[src/hdl/plcl_pkg.sv]
// Package for the piecewise-linear curve lookup core.
// Holds shared constants, status codes, state encoding and the divider control struct.
// No dependencies.
package plcl_pkg;
	localparam int MAX_POINTS_DEF = 32;
	localparam int KEY_BITS_DEF   = 16;
	localparam int PCT_BITS       = 32;
	localparam int RATE_BITS      = 40;
	localparam int STAT_BITS      = 2;

	localparam logic FUNC_INSERT = 1'b0;
	localparam logic FUNC_LOOKUP = 1'b1;

	localparam logic [STAT_BITS-1:0] STAT_OK    = 2'd0;
	localparam logic [STAT_BITS-1:0] STAT_EMPTY = 2'd1;
	localparam logic [STAT_BITS-1:0] STAT_FULL  = 2'd2;

	typedef enum logic [3:0] {
		ST_IDLE,
		ST_SCAN,
		ST_SCAN_CHK,
		ST_SHIFT_RD,
		ST_SHIFT_WR,
		ST_WRITE,
		ST_RD_PAIR,
		ST_PAIR_WAIT,
		ST_MUL,
		ST_DIV,
		ST_ADD,
		ST_DONE
	} state_t;

	typedef struct packed {
		logic start;
		logic busy;
	} div_ctl_t;
endpackage

[src/hdl/plcl_div.sv]
// Serial restoring divider for the interpolation quotient.
// One quotient bit per cycle. Depends on plcl_pkg.
module plcl_div #(
	parameter int NUM_BITS = 56,
	parameter int DEN_BITS = 16
) (
	input  logic                clk,
	input  logic                arst_n,
	input  logic                start,
	input  logic [NUM_BITS-1:0] num,
	input  logic [DEN_BITS-1:0] den,
	output plcl_pkg::div_ctl_t  ctl,
	output logic [NUM_BITS-1:0] quo
);
	localparam int CNT_BITS = $clog2(NUM_BITS + 1);

	logic [NUM_BITS-1:0] quo_q;
	logic [DEN_BITS:0]   rem_q;
	logic [DEN_BITS-1:0] den_q;
	logic [CNT_BITS-1:0] cnt_q;
	logic                busy_q;
	logic [DEN_BITS:0]   trial;
	logic [DEN_BITS:0]   diff;

	assign trial = {rem_q[DEN_BITS-1:0], quo_q[NUM_BITS-1]};
	assign diff  = trial - {1'b0, den_q};

	always_ff @(posedge clk or negedge arst_n) begin
		if (!arst_n) begin
			busy_q <= 1'b0;
			cnt_q  <= '0;
		end else if (start) begin
			busy_q <= 1'b1;
			cnt_q  <= CNT_BITS'(NUM_BITS);
		end else if (busy_q) begin
			cnt_q <= cnt_q - 1'b1;
			if (cnt_q == CNT_BITS'(1)) begin
				busy_q <= 1'b0;
			end
		end
	end

	always_ff @(posedge clk) begin
		if (start) begin
			quo_q <= num;
			rem_q <= '0;
			den_q <= den;
		end else if (busy_q) begin
			if (!diff[DEN_BITS]) begin
				rem_q <= diff;
				quo_q <= {quo_q[NUM_BITS-2:0], 1'b1};
			end else begin
				rem_q <= trial;
				quo_q <= {quo_q[NUM_BITS-2:0], 1'b0};
			end
		end
	end

	assign ctl.start = start;
	assign ctl.busy  = busy_q;
	assign quo       = quo_q;
endmodule

[config.mk]
export PLATFORM = sky130hd
export DESIGN_NAME = plcl_div
export DESIGN_NICKNAME = d
export VERILOG_FILES = /design/src/hdl/plcl_pkg.sv /design/src/hdl/plcl_div.sv
export SDC_FILE = /design/constraint.sdc
export NUM_CORES = 1
export LEC_CHECK = 0
export ABC_CLOCK_PERIOD_IN_PS = 6530
export BUFFER_PORTS_ARGS = -buffer_cell sky130_fd_sc_hd__buf_2
export CAP_MARGIN = 20
export CORE_MARGIN = 2
export CORE_UTILIZATION = 56
export DETAILED_ROUTE_END_ITERATION = 10
export HOLD_SLACK_MARGIN = 0.05
export PLACE_DENSITY = 0.85
export SYNTH_ARGS = -nofsm -noshare
export SYNTH_HDL_FRONTEND = slang
export SYNTH_SLANG_ARGS = --single-unit
[constraint.sdc]
create_clock -name clk -period 6.53 [get_ports clk]
set_clock_uncertainty 0.05 [all_clocks]
set_input_delay 0.653 -clock clk [delete_from_list [all_inputs] [get_ports clk]]
set_output_delay 0.653 -clock clk [all_outputs]
set_load 0.005 [all_outputs]
==> impl_metrics.xml <==
<?xml version="1.0" encoding="UTF-8"?>
<metrics>
  <group name="run_status">
    <metric name="status" unit="">completed</metric>
  </group>
  <group name="floorplanning">
    <metric name="chipHeight" unit="microns">95.61</metric>
    <metric name="top_level_ports" unit="">133</metric>
    <metric name="chip_width" unit="microns">95.61</metric>
    <metric name="floorplan.die_area" unit="sq mm">0.009140</metric>
    <metric name="coreArea" unit="sq mm">0.008175</metric>
    <metric name="initial_utilization" unit="">0.5748</metric>
    <metric name="placementRows" unit="">33</metric>
  </group>
  <group name="power_and_ir_drop">
    <metric name="switchingPower" unit="uW">478.5</metric>
    <metric name="clockPowerShare" unit="">0.249</metric>
    <metric name="p_per_area" unit="mW/mm^2">284.1</metric>
    <metric name="switching_fraction" unit="">0.2992</metric>
    <metric name="p_int" unit="mW">1.121</metric>
    <metric name="ir_worst_vdd" unit="mV">0.2051</metric>
    <metric name="sequentialPowerShare" unit="">0.489</metric>
    <metric name="combPwrFrac" unit="">0.262</metric>
    <metric name="static-leakage-power" unit="nW">2.492</metric>
  </group>
  <group name="drt">
    <metric name="drt_first_pass_iters" unit="">4</metric>
    <metric name="vias_per_cell" unit="">5.523</metric>
    <metric name="remaining_drc_errors" unit="">0</metric>
    <metric name="wl" unit="mm">10.36</metric>
    <metric name="detail-route-antenna-nets" unit="">0</metric>
    <metric name="average_wire_length_per_cell_after_detail_routing" unit="microns">17.09</metric>
    <metric name="via_count_of_the_routed_design" unit="">3347</metric>
    <metric name="drt_iter0_drc" unit="">169</metric>
  </group>
  <group name="grt">
    <metric name="grt.busiest_layer" unit="">met2</metric>
    <metric name="global_route.usage.met1" unit="">0.2706</metric>
    <metric name="gr-usage-met2" unit="">0.4027</metric>
    <metric name="grt_antenna_before_repair" unit="">0</metric>
    <metric name="groute.layer.met3.usage" unit="">0.07905</metric>
    <metric name="first_global_vias" unit="">3363</metric>
    <metric name="globalRouteTotalUtil" unit="">0.2319</metric>
    <metric name="pin_count_of_the_biggest_net_entering_global_routing" unit="">57</metric>
    <metric name="global_route.overflow_total" unit="">0</metric>
    <metric name="grt_first_pass_wirelength" unit="mm">16.04</metric>
  </group>
  <group name="job">
    <metric name="max_cap_viol_count" unit="">0</metric>
  </group>
  <group name="final_layout">
    <metric name="area_growth_syn_to_layout" unit="%">19.81</metric>
    <metric name="fillerInstances" unit="">607</metric>
    <metric name="drive_above_1_share" unit="">0.4172</metric>
    <metric name="fin_nets" unit="">590</metric>
    <metric name="final_core_utilization" unit="">0.6887</metric>
    <metric name="num_antenna_cells" unit="">0</metric>
    <metric name="post_layout_nonfiller_instances" unit="">606</metric>
  </group>
  <group name="yosys">
    <metric name="synth.net_count" unit="">461</metric>
    <metric name="number_of_synthesized_flops_with_an_enable_pin" unit="">72</metric>
    <metric name="synth_top_area_cell" unit="">edfxtp_1</metric>
    <metric name="yosys_register_bits" unit="">95</metric>
    <metric name="postSynth.asyncResetShare" unit="">0.07368</metric>
    <metric name="synth_top_area_share" unit="">0.4601</metric>
    <metric name="yosys.cell_types.count" unit="">47</metric>
    <metric name="synth_most_common_cell" unit="">edfxtp_1</metric>
    <metric name="largest_cells_by_area_after_synthesis" unit="">edfxtp_1 (46%), mux2_2 (13%), dfxtp_1 (6.8%), ha_1 (4.8%), dfrtp_1 (3.7%)</metric>
    <metric name="post_synth_most_frequent_cells" unit="">edfxtp_1 (72), mux2_2 (55), inv_1 (23)</metric>
    <metric name="synth_warnings" unit="">0</metric>
    <metric name="synth-seq-area-share" unit="">0.5655</metric>
    <metric name="ys.flop_type" unit="">edfxtp_1</metric>
    <metric name="postSynthCellCount" unit="">367</metric>
    <metric name="avgSynthCellArea" unit="sq um">12.81</metric>
    <metric name="synth_area" unit="sq mm">0.004700</metric>
  </group>
  <group name="timing">
    <metric name="worst_slack" unit="ns">3.678</metric>
    <metric name="setup_tns_after_final_layout" unit="ns">0</metric>
    <metric name="setup_viol" unit="">0</metric>
    <metric name="max_slew_margin" unit="">0.4260</metric>
    <metric name="max_freq" unit="GHz">0.3507</metric>
    <metric name="slew_violations" unit="">0</metric>
    <metric name="tightest_slew" unit="ns">0.8578</metric>
    <metric name="unrepaired_setup_endpoints_after_global_routing" unit="">no</metric>
    <metric name="finalHoldViolCount" unit="">0</metric>
    <metric name="fin_crit" unit="ns">2.852</metric>
    <metric name="fin_crit_sh" unit="">0.4367</metric>
  </group>
  <group name="critical_path">
    <metric name="timing.critical_path.required" unit="ns">6.69</metric>
    <metric name="worst-setup-path-type" unit="">flop to flop</metric>
    <metric name="timing.critical_path.arrival" unit="ns">3.01</metric>
    <metric name="timing.critical_path.slowest_cell_delay" unit="ns">0.43</metric>
    <metric name="start_kind" unit="">flop</metric>
    <metric name="cpMaxStageDelayCell" unit="">nand2_2</metric>
    <metric name="crit_path_cell_trace" unit="">inv_1 &gt; ha_1 &gt; fa_1 &gt; nand2b_1 &gt; a21oi_1 &gt; o211ai_1 &gt; a22o_1 &gt; nand2_2 &gt; mux2i_1 &gt; a211oi_1</metric>
    <metric name="crit_path_end_kind" unit="">flop</metric>
    <metric name="worstPathMaxFanout" unit="">22</metric>
  </group>
  <group name="clocking">
    <metric name="clk_buf_depth" unit="">2</metric>
    <metric name="root_buffer" unit="">clkbuf_8</metric>
    <metric name="cts_hold_buffers" unit="">0</metric>
    <metric name="tritoncts" unit="">built</metric>
    <metric name="cts_post_setup_buffers_inserted" unit="">0</metric>
    <metric name="cts_resized" unit="">0</metric>
    <metric name="numCtsBuffers" unit="">9</metric>
    <metric name="clock_latency" unit="ns">0.36</metric>
    <metric name="register_clock_pin_slew_on_the_reported_worst_setup_and_hold_paths" unit="ns">0.10</metric>
    <metric name="cts.htree.levels" unit="">3</metric>
    <metric name="numClockSinks" unit="">95</metric>
  </group>
  <group name="place">
    <metric name="gp_congestion" unit="">0.8855</metric>
    <metric name="place_hpwl" unit="mm">7.527</metric>
    <metric name="pre_cts_slack" unit="ns">3.683</metric>
    <metric name="port-buffer-count" unit="">132</metric>
    <metric name="number_of_placed_instances_taps_included" unit="">589</metric>
  </group>
  <group name="hold_path">
    <metric name="hp-class" unit="">primary input to async pin</metric>
  </group>
</metrics>
[metal layers]
layer	vias to the layer above	share of wire
li1	1617	-
met1	1598	0.39
met2	116	0.51
met3	16	0.077
met4	0	0.020
met5	-	0
[worst paths after layout]
| path | start | endpoint | slack, ns | depth (start not counted) |
|---|---|---|---|---|
| max | quo[55] | rem_q[8] | 3.68 | 10 |
| max reg2reg | quo[55] | rem_q[8] | 3.68 | 10 |
| min in group clk | den[12] | den_q[12] | 0.41 | 1 |
| min reg2reg | rem_q[4] | rem_q[4] | 0.44 | 2 |
| max in group asynchronous | arst_n | cnt_q[1] | 6.22 | 1 |
| min | arst_n | cnt_q[0] | 0.05 | 1 |
[per-stage QoR]
| stage | power, mW | hold WS, ns | area, sq um |
|---|---|---|---|
| after global placement | 1.190 | 0.4228 | 5414 |
| after floorplan | 1.095 | 0.3074 | 4700 |
| after global routing | 1.681 | 0.05071 | 5630 |
| final | 1.599 | 0.05363 | 5630 |
| after CTS | 1.600 | 0.05055 | 5610 |
| after detailed placement | 1.209 | 0.4263 | 5414 |
[layout by cell type (no fill, tap or decap), drive strengths merged, types with 3 or more instances in the layout]
| master | n |
|---|---|
| a211oi | 8 |
| nand3 | 6 |
| xnor2 | 11 |
| nand2b | 6 |
| ha | 18 |
| buf | 134 |
| edfxtp | 72 |
| o311ai | 3 |
| mux2i | 10 |
| dfrtp | 7 |
| inv | 25 |
| o21a | 4 |
| nand2 | 22 |
| mux2 | 55 |
| o21ai | 10 |
| nor3 | 4 |
| a21oi | 17 |
| nor2 | 18 |
| dfxtp | 16 |
| a21o | 4 |
| o211ai | 4 |
| xor2 | 6 |
| clkbuf | 10 |
| nor2b | 3 |
[logic make-up after synthesis]
kind of cell	after synthesis	share of synthesized area
flops	95	0.5655
simple gates	70	0.07189
mux	65	0.1531
compound gates	62	0.08866
buf+inv	39	0.03701
fa+ha+maj	19	0.05218
xor+xnor	17	0.03168
[critical path, delay by kind of cell (launching register included)]
| family | cells | cell delay, ns |
|---|---|---|
| fa+ha+maj | 2 | 0.61 |
| buf+inv | 1 | 0.05 |
| mux | 1 | 0.26 |
| compound gates | 4 | 0.76 |
| simple gates | 2 | 0.61 |
| flops | 1 | 0.37 |
[layout make-up]
type	instances	area, sq um	share of cell area
sequential	95	2658	0.4720
multi-input combinational	233	1868	0.3318
timing repair buffer	134	690.7	0.1227
tap	105	131.4	0.02333
clock buffer	10	127.6	0.02267
inverter	23	86.33	0.01533
clock inverter	6	68.82	0.01222
[registers in the layout (all words and copies together) (netlist names)]
signal,count
rem_q,16
cnt_q,6
quo,56
busy_q,1
den_q,16
[power by group through the flow]
| stage | logic [mW] | registers, mW | clock network, mW |
|---|---|---|---|
| detailed placement | 0.416 | 0.794 | 0 |
| floorplan | 0.309 | 0.786 | 0 |
| CTS | 0.418 | 0.783 | 0.400 |
| finish | 0.420 | 0.782 | 0.398 |
| global placement | 0.400 | 0.791 | 0 |
| global route | 0.465 | 0.793 | 0.423 |
Note: power is estimated with default switching activity, not from simulation.
